==> src/hdl/ddd_pkg.sv <==
`timescale 1ns / 1ps
// Shared types, constants and calendar tables for the date difference block.
package ddd_pkg;

  localparam int unsigned YEAR_W  = 14;
  localparam int unsigned MONTH_W = 4;
  localparam int unsigned DAY_W   = 5;
  localparam int unsigned DIST_W  = 22;
  localparam int unsigned STAT_W  = 2;
  // Day number of a date counted from 0000-01-01; covers year 16383.
  localparam int unsigned DNUM_W  = 23;
  localparam int unsigned YOFF_W  = 9;

  localparam logic [STAT_W-1:0] STATUS_OK         = 2'd0;
  localparam logic [STAT_W-1:0] STATUS_FIRST_BAD  = 2'd1;
  localparam logic [STAT_W-1:0] STATUS_SECOND_BAD = 2'd2;

  localparam logic [DIST_W-1:0] DIST_MAX = 22'd4194303;

  // floor(x / 100) = (x * RECIP_100) >> 19 and floor(x / 400) = (x * RECIP_100) >> 21,
  // exact for x below 43690
  localparam logic [12:0] RECIP_100   = 13'd5243;
  localparam int unsigned SHIFT_100   = 19;
  localparam int unsigned SHIFT_400   = 21;

  localparam logic [MONTH_W-1:0] MONTH_JAN = 4'd1;
  localparam logic [MONTH_W-1:0] MONTH_FEB = 4'd2;
  localparam logic [MONTH_W-1:0] MONTH_DEC = 4'd12;

  typedef struct packed {
    logic [YEAR_W-1:0]  first_year;
    logic [MONTH_W-1:0] first_month;
    logic [DAY_W-1:0]   first_day;
    logic [YEAR_W-1:0]  second_year;
    logic [MONTH_W-1:0] second_month;
    logic [DAY_W-1:0]   second_day;
  } dates_t;

  typedef struct packed {
    logic [STAT_W-1:0] status;
    logic [DIST_W-1:0] day_distance;
  } result_t;

  // Length of a month; February follows the leap flag.
  function automatic logic [DAY_W-1:0] month_len(input logic [MONTH_W-1:0] m,
                                                 input logic leap);
    logic [DAY_W-1:0] len;
    case (m)
      4'd1, 4'd3, 4'd5, 4'd7, 4'd8, 4'd10, 4'd12: len = 5'd31;
      4'd4, 4'd6, 4'd9, 4'd11:                    len = 5'd30;
      4'd2:                                       len = leap ? 5'd29 : 5'd28;
      default:                                    len = 5'd0;
    endcase
    return len;
  endfunction

  // Days of a common year before the first of the month.
  function automatic logic [YOFF_W-1:0] month_start(input logic [MONTH_W-1:0] m);
    logic [YOFF_W-1:0] s;
    case (m)
      4'd1:    s = 9'd0;
      4'd2:    s = 9'd31;
      4'd3:    s = 9'd59;
      4'd4:    s = 9'd90;
      4'd5:    s = 9'd120;
      4'd6:    s = 9'd151;
      4'd7:    s = 9'd181;
      4'd8:    s = 9'd212;
      4'd9:    s = 9'd243;
      4'd10:   s = 9'd273;
      4'd11:   s = 9'd304;
      4'd12:   s = 9'd334;
      default: s = 9'd0;
    endcase
    return s;
  endfunction

endpackage

==> src/hdl/ddd_date_pipe.sv <==
`timescale 1ns / 1ps
// Three-stage pipeline that checks one date and turns it into a day number.
module ddd_date_pipe #(
  parameter int unsigned MAX_YEAR = 9999
) (
  input  logic                           clk,
  input  logic [2:0]                     en,
  input  logic [ddd_pkg::YEAR_W-1:0]     year,
  input  logic [ddd_pkg::MONTH_W-1:0]    month,
  input  logic [ddd_pkg::DAY_W-1:0]      day,
  output logic                           date_ok,
  output logic [ddd_pkg::DNUM_W-1:0]     day_num
);

  // stage 1: divisions by reciprocal, year times 365
  logic [27:0] prod_y;
  logic [27:0] prod_c100;
  logic [27:0] prod_c400;

  logic [ddd_pkg::YEAR_W-1:0]  s1_year;
  logic [ddd_pkg::MONTH_W-1:0] s1_month;
  logic [ddd_pkg::DAY_W-1:0]   s1_day;
  logic [7:0]                  s1_q100;
  logic [7:0]                  s1_c100;
  logic [5:0]                  s1_c400;
  logic [ddd_pkg::DNUM_W-1:0]  s1_y365;

  function automatic logic [ddd_pkg::DNUM_W-1:0] s1_y365_next(
      input logic [ddd_pkg::YEAR_W-1:0] y);
    return ddd_pkg::DNUM_W'(y) * ddd_pkg::DNUM_W'(365);
  endfunction

  assign prod_y    = 28'(year) * 28'(ddd_pkg::RECIP_100);
  assign prod_c100 = (28'(year) + 28'd99) * 28'(ddd_pkg::RECIP_100);
  assign prod_c400 = (28'(year) + 28'd399) * 28'(ddd_pkg::RECIP_100);

  always_ff @(posedge clk) begin
    if (en[0]) begin
      s1_year  <= year;
      s1_month <= month;
      s1_day   <= day;
      s1_q100  <= 8'(prod_y >> ddd_pkg::SHIFT_100);
      s1_c100  <= 8'(prod_c100 >> ddd_pkg::SHIFT_100);
      s1_c400  <= 6'(prod_c400 >> ddd_pkg::SHIFT_400);
      s1_y365  <= ddd_pkg::DNUM_W'(s1_y365_next(year));
    end
  end

  // stage 2: leap rule, validity, year and month parts of the day number
  logic                        leap;
  logic                        cent;
  logic [ddd_pkg::DAY_W-1:0]   len;
  logic                        ok_next;
  logic [ddd_pkg::DNUM_W-1:0]  ypart_next;
  logic [ddd_pkg::YOFF_W-1:0]  mpart_next;

  logic                        s2_ok;
  logic [ddd_pkg::DNUM_W-1:0]  s2_ypart;
  logic [ddd_pkg::YOFF_W-1:0]  s2_mpart;

  always_comb begin
    cent = (s1_year == ddd_pkg::YEAR_W'(s1_q100) * ddd_pkg::YEAR_W'(100));
    // divisible by 4, and not a century unless the century count divides by 4
    leap = (s1_year[1:0] == 2'b00) && (!cent || (s1_q100[1:0] == 2'b00));
    len  = ddd_pkg::month_len(s1_month, leap);
    ok_next = (s1_year <= ddd_pkg::YEAR_W'(MAX_YEAR))
           && (s1_month >= ddd_pkg::MONTH_JAN) && (s1_month <= ddd_pkg::MONTH_DEC)
           && (s1_day != '0) && (s1_day <= len);
    ypart_next = s1_y365
               + ddd_pkg::DNUM_W'(s1_year[ddd_pkg::YEAR_W-1:2])
               + ddd_pkg::DNUM_W'(s1_year[1:0] != 2'b00)
               + ddd_pkg::DNUM_W'(s1_c400)
               - ddd_pkg::DNUM_W'(s1_c100);
    mpart_next = ddd_pkg::month_start(s1_month)
               + ddd_pkg::YOFF_W'((s1_month > ddd_pkg::MONTH_FEB) && leap)
               + ddd_pkg::YOFF_W'(s1_day)
               - ddd_pkg::YOFF_W'(1);
  end

  always_ff @(posedge clk) begin
    if (en[1]) begin
      s2_ok    <= ok_next;
      s2_ypart <= ypart_next;
      s2_mpart <= mpart_next;
    end
  end

  // stage 3: final day number
  always_ff @(posedge clk) begin
    if (en[2]) begin
      date_ok <= s2_ok;
      day_num <= s2_ypart + ddd_pkg::DNUM_W'(s2_mpart);
    end
  end

endmodule

==> src/hdl/ddd_dist.sv <==
`timescale 1ns / 1ps
// Two-stage difference, absolute value, saturation and status of a date pair.
module ddd_dist (
  input  logic                        clk,
  input  logic [1:0]                  en,
  input  logic                        ok_a,
  input  logic [ddd_pkg::DNUM_W-1:0]  day_a,
  input  logic                        ok_b,
  input  logic [ddd_pkg::DNUM_W-1:0]  day_b,
  output ddd_pkg::result_t            result
);

  logic [ddd_pkg::STAT_W-1:0]  s4_status;
  logic [ddd_pkg::DNUM_W:0]    s4_diff;
  logic [ddd_pkg::STAT_W-1:0]  status_next;

  always_comb begin
    if (!ok_a) begin
      status_next = ddd_pkg::STATUS_FIRST_BAD;
    end else if (!ok_b) begin
      status_next = ddd_pkg::STATUS_SECOND_BAD;
    end else begin
      status_next = ddd_pkg::STATUS_OK;
    end
  end

  always_ff @(posedge clk) begin
    if (en[0]) begin
      s4_status <= status_next;
      s4_diff   <= {1'b0, day_a} - {1'b0, day_b};
    end
  end

  logic [ddd_pkg::DNUM_W:0] mag;
  ddd_pkg::result_t         result_next;

  always_comb begin
    mag = s4_diff[ddd_pkg::DNUM_W] ? (~s4_diff + 1'b1) : s4_diff;
    result_next.status = s4_status;
    if (s4_status != ddd_pkg::STATUS_OK) begin
      result_next.day_distance = '0;
    end else if (mag > (ddd_pkg::DNUM_W+1)'(ddd_pkg::DIST_MAX)) begin
      result_next.day_distance = ddd_pkg::DIST_MAX;
    end else begin
      result_next.day_distance = mag[ddd_pkg::DIST_W-1:0];
    end
  end

  always_ff @(posedge clk) begin
    if (en[1]) begin
      result <= result_next;
    end
  end

endmodule

==> src/hdl/date_difference_in_days.sv <==
`timescale 1ns / 1ps
// Top level of the Gregorian date difference pipeline.
//
// Usage: present a pair of dates on dates with dates_valid; a transaction
// completes when dates_valid and dates_ready are both high. Each transaction
// yields exactly one result transaction on result/result_valid/result_ready:
// a status (ok, first date bad, second date bad) and the absolute number of
// days between the dates, zero when either date is bad.
// Between acceptance and result_valid, three stages turn each date into
// a day number (reciprocal multiplies, then the leap rule and partial
// sums, then the final add), one subtracts the two, and the output
// register holds the absolute value with saturation. Throughput is one
// date pair per cycle while the receiver takes results. Every stage has
// its own valid bit and loads whenever it is empty or the stage after it
// moves on, so a stalled receiver holds the result and backs the pipeline
// up stage by stage; empty stages still fill, and nothing is dropped or
// repeated. dates_ready follows result_ready combinationally through
// that chain. Reset (rst, synchronous) clears all valid bits; no result
// is shown until a new transaction has passed through.
module date_difference_in_days #(
  parameter int unsigned MAX_YEAR = 9999
) (
  input  logic              clk,
  input  logic              rst,
  input  logic              dates_valid,
  output logic              dates_ready,
  input  ddd_pkg::dates_t   dates,
  output logic              result_valid,
  input  logic              result_ready,
  output ddd_pkg::result_t  result
);

  localparam int unsigned STAGES = 5;

  logic [STAGES-1:0] stage_valid;
  logic [STAGES-1:0] en;

  // a stage loads when it is empty or its contents move on
  always_comb begin
    en[STAGES-1] = !stage_valid[STAGES-1] || result_ready;
    for (int k = STAGES - 2; k >= 0; k--) begin
      en[k] = !stage_valid[k] || en[k+1];
    end
  end

  always_ff @(posedge clk) begin
    if (rst) begin
      stage_valid <= '0;
    end else begin
      if (en[0]) begin
        stage_valid[0] <= dates_valid;
      end
      for (int k = 1; k < STAGES; k++) begin
        if (en[k]) begin
          stage_valid[k] <= stage_valid[k-1];
        end
      end
    end
  end

  assign dates_ready  = en[0];
  assign result_valid = stage_valid[STAGES-1];

  logic                       ok_a;
  logic                       ok_b;
  logic [ddd_pkg::DNUM_W-1:0] day_a;
  logic [ddd_pkg::DNUM_W-1:0] day_b;

  ddd_date_pipe #(.MAX_YEAR(MAX_YEAR)) u_first (
    .clk     (clk),
    .en      (en[2:0]),
    .year    (dates.first_year),
    .month   (dates.first_month),
    .day     (dates.first_day),
    .date_ok (ok_a),
    .day_num (day_a)
  );

  ddd_date_pipe #(.MAX_YEAR(MAX_YEAR)) u_second (
    .clk     (clk),
    .en      (en[2:0]),
    .year    (dates.second_year),
    .month   (dates.second_month),
    .day     (dates.second_day),
    .date_ok (ok_b),
    .day_num (day_b)
  );

  ddd_dist u_dist (
    .clk    (clk),
    .en     (en[4:3]),
    .ok_a   (ok_a),
    .day_a  (day_a),
    .ok_b   (ok_b),
    .day_b  (day_b),
    .result (result)
  );

endmodule

==> config.mk <==
export PLATFORM = sky130hd
export DESIGN_NAME = date_difference_in_days
export DESIGN_NICKNAME = d
export VERILOG_FILES = /design/src/hdl/ddd_pkg.sv /design/src/hdl/ddd_date_pipe.sv /design/src/hdl/ddd_dist.sv /design/src/hdl/date_difference_in_days.sv
export SDC_FILE = /design/constraint.sdc
export NUM_CORES = 2
export LEC_CHECK = 0
export BUFFER_PORTS_ARGS = -buffer_cell sky130_fd_sc_hd__buf_4
export CELL_PAD_IN_SITES_DETAIL_PLACEMENT = 1
export CELL_PAD_IN_SITES_GLOBAL_PLACEMENT = 1
export CORE_ASPECT_RATIO = 0.6
export CORE_MARGIN = 5
export CORE_UTILIZATION = 57
export DETAILED_ROUTE_END_ITERATION = 12
export PLACE_DENSITY = 0.95
export REMOVE_ABC_BUFFERS = 1
export SLEW_MARGIN = 10
export SYNTH_ARGS = -nofsm -noshare
export SYNTH_HDL_FRONTEND = slang
export SYNTH_SLANG_ARGS = --single-unit
==> constraint.sdc <==
create_clock -name clk -period 12.8 [get_ports clk]
set_clock_uncertainty 0.2 [all_clocks]
set_input_delay 0.64 -clock clk [delete_from_list [all_inputs] [get_ports clk]]
set_output_delay 0.64 -clock clk [all_outputs]
set_load 0.01 [all_outputs]
==> results_dict.tcl <==
set metrics [dict create \
    nets 5917 \
    hold_buffers 0 \
    clockRootBuffer "clkbuf_16" \
    finalInstanceArea_sq_mm 0.0475 \
    end_kind "flip-flop" \
    syn_area_per_cell_sq_um 10.3 \
    viasPerCell 6.61 \
    required_ns 12.93 \
    port_buffers 75 \
    place_area_sq_mm 0.0464 \
    ios 76 \
    area_growth_pct 6.83 \
    numCtsBuffers 35 \
    core-area_sq_mm 0.0775 \
    drive_gt1_share_pct 3.66 \
    fp-row-count 79 \
    layout_commonest_cell "inv_1" \
    period_share_pct 70.3 \
    cts_tree "yes" \
    finalWeightedCongestion 0.983 \
    ctsResizeCount 0 \
    setup_slack_ns 3.80 \
    outcome "finished, final reports clean" \
    clkLatencyLatePin_ns 0.57 \
    yosys_register_bits 319 \
    synth_area_sq_mm 0.0445 \
    yosys_warnings 0 \
    cp_max_fo 13 \
    start_util_pct 57.4 \
    arrival_ns 9.13 \
    ant_nets 0 \
    synth_edf_count 296 \
    period_minus_slack_ns 9.00 \
    cp-start-kind "input port" \
    h-tree-depth 2 \
    synthCells 4322 \
    fmaxAchievable_mhz 111 \
    ys_types 71 \
    die_w_microns 371 \
    max-slew-margin-rel_pct 9.62 \
    drc 0 \
    hold_violations 0 \
    rsz0062_at_grt "false" \
    die_area_sq_mm 0.0839 \
    grt_pass1_wl_microns 264000 \
    slew_violations 0 \
    grt_max_degree 75 \
    post_cts_buffers 0 \
    wl_microns 177000 \
    setup_viol 0 \
    antenna_found_initial 17 \
    via_count 36468 \
    hpwlAfterDp_microns 126000 \
    cts.path.max_buffers 3 \
    synth-seq-area-share_pct 21.0 \
    cts.clk_slew.worst_paths_ns 0.07 \
    mostFrequentLayoutCells "inv_1, ha_1, fa_1" \
    criticalPathCategory "in -> reg" \
    cts_sinks 319 \
    firstDrtPassIters 9 \
    final.setup.tns_ns 0 \
    grtUsageTotal_pct 42.2 \
    drv_cap 0 \
    synth_ff_type "edfxtp_1" \
    overflow 0 \
    tightestPinTransition_ns 1.35 \
    grt_pass1_vias 41172 \
    drt_iter0_drc 4282 \
    avgRoutedWirePerCell_microns 32.1 \
    post-place-ws_ns 3.84 \
    async_flop_share_pct 0 \
    min_path_type "in -> reg" \
    fp.dieH_microns 226 \
]
worst paths after layout:
kind / startpoint / to / slack (ns) / cells after the start
max reg2reg: u_second.s1_q100[2] / u_second.s2_mpart[8] / 5.92 / 23
min: dates[24] / u_first.s1_day[1] / 0.05 / 1
min reg2reg: u_second.s2_ok / u_second.date_ok / 0.23 / 0
max: dates[9] / u_second.s1_c100[6] / 3.80 / 27
registers in the layout, indices dropped and copies added (netlist names), 9 cells and up, named ones only:
signal,flops
u_second.day_num,23
u_second.s2_ypart,23
u_first.s1_y365,23
u_second.s1_y365,23
u_first.s2_ypart,23
u_second.s2_mpart,9
u_second.s1_year,12
u_dist.s4_diff,24
u_dist.result,24
u_first.s2_mpart,9
u_first.day_num,23
u_first.s1_year,12
synthesized netlist by cell type (all sizes together) (5+ instances only):
library cell / count / area, sq um
inv: 1184 / 4440
ha: 928 / 11600
fa: 508 / 10200
edfxtp: 296 / 8890
xnor2: 252 / 2210
a21oi: 166 / 835
nor2: 143 / 537
nand2: 109 / 409
o21ai: 103 / 515
xor2: 75 / 657
a21o: 56 / 420
nand3: 54 / 270
nor2b: 38 / 238
nor3: 31 / 155
and3: 29 / 181
o21a: 29 / 218
dfxtp: 23 / 460
o21bai: 23 / 173
a21boi: 21 / 158
nand4: 21 / 131
a31oi: 20 / 125
nand2b: 20 / 125
o211ai: 16 / 120
a211oi: 13 / 97.6
mux2i: 12 / 120
o31ai: 12 / 90.1
or3: 12 / 81.3
a2111oi: 11 / 96.3
and2: 10 / 62.6
nor4: 9 / 71.3
or4: 9 / 76.3
or2: 8 / 50.1
a211o: 7 / 61.3
a31o: 7 / 61.3
clkbuf: 7 / 26.3
nand3b: 6 / 45.0
o41ai: 6 / 52.6
mux2: 5 / 56.3
cells by family (layout without fill, tap and decap cells):
kind of cell / count (synthesis) / in the layout / share of synthesized area [%]
other cells: 0 / 6 / 0
flops: 319 / 319 / 21.0
buf+inv: 1194 / 1328 / 10.1
compound gates: 523 / 523 / 7.51
fa+ha+maj: 1436 / 1436 / 48.9
mux: 17 / 17 / 0.396
xor+xnor: 327 / 327 / 6.44
simple gates: 506 / 506 / 5.60
critical path, stage by stage:
cell       delay [ns]
buf_4            0.22
inv_1            0.26
ha_1             0.39
nor2b_1          0.31
a21oi_1          0.19
o21bai_1         0.37
nand2_1          0.20
xnor2_1          0.78
inv_1            0.26
ha_1             0.40
inv_1            0.07
fa_1             0.52
inv_1            0.08
fa_1             0.47
fa_1             0.52
inv_1            0.08
fa_1             0.54
inv_1            0.06
ha_1             0.33
a21oi_1          0.21
o21ai_0          0.23
a22o_1           0.33
a2111oi_0        0.62
or3_1            0.36
o21bai_1         0.16
a21oi_1          0.23
xnor2_1          0.26
through the flow:
step	instances	hold WS, ns	util [%]
3_3_place_gp	5446	0.213	59.9
2_1_floorplan	4312	0.200	-
4_1_cts	5509	0.0352	61.3
5_1_grt	5509	0.0351	61.3
6_report	5515	0.0469	61.3
3_5_place_dp	5447	0.213	59.9
layer usage:
| layer | track usage [%] | up-vias | part of all wire, % |
|---|---|---|---|
| met5 | 0.905 | - | 0.092 |
| met2 | 67.7 | 3066 | 44 |
| met3 | 15.8 | 1272 | 13 |
| li1 | - | 14172 | - |
| met1 | 48.8 | 17940 | 35 |
| met4 | 25.0 | 18 | 7.6 |
area by class of cell:
| cell class | instances | area (sq um) |
|---|---|---|
| clock inverter | 17 | 186 |
| sequential | 319 | 9350 |
| inverter | 1184 | 4440 |
| antenna | 6 | 15.0 |
| fill | 8346 | 30000 |
| clock buffer | 45 | 933 |
| timing repair buffer | 82 | 618 |
| multi-input combinational | 2809 | 30700 |
| tap | 1053 | 1320 |
Power is left out: the tool's default activity adds up to more than one toggle a clock period on the data nets, which glitch-free logic cannot reach.
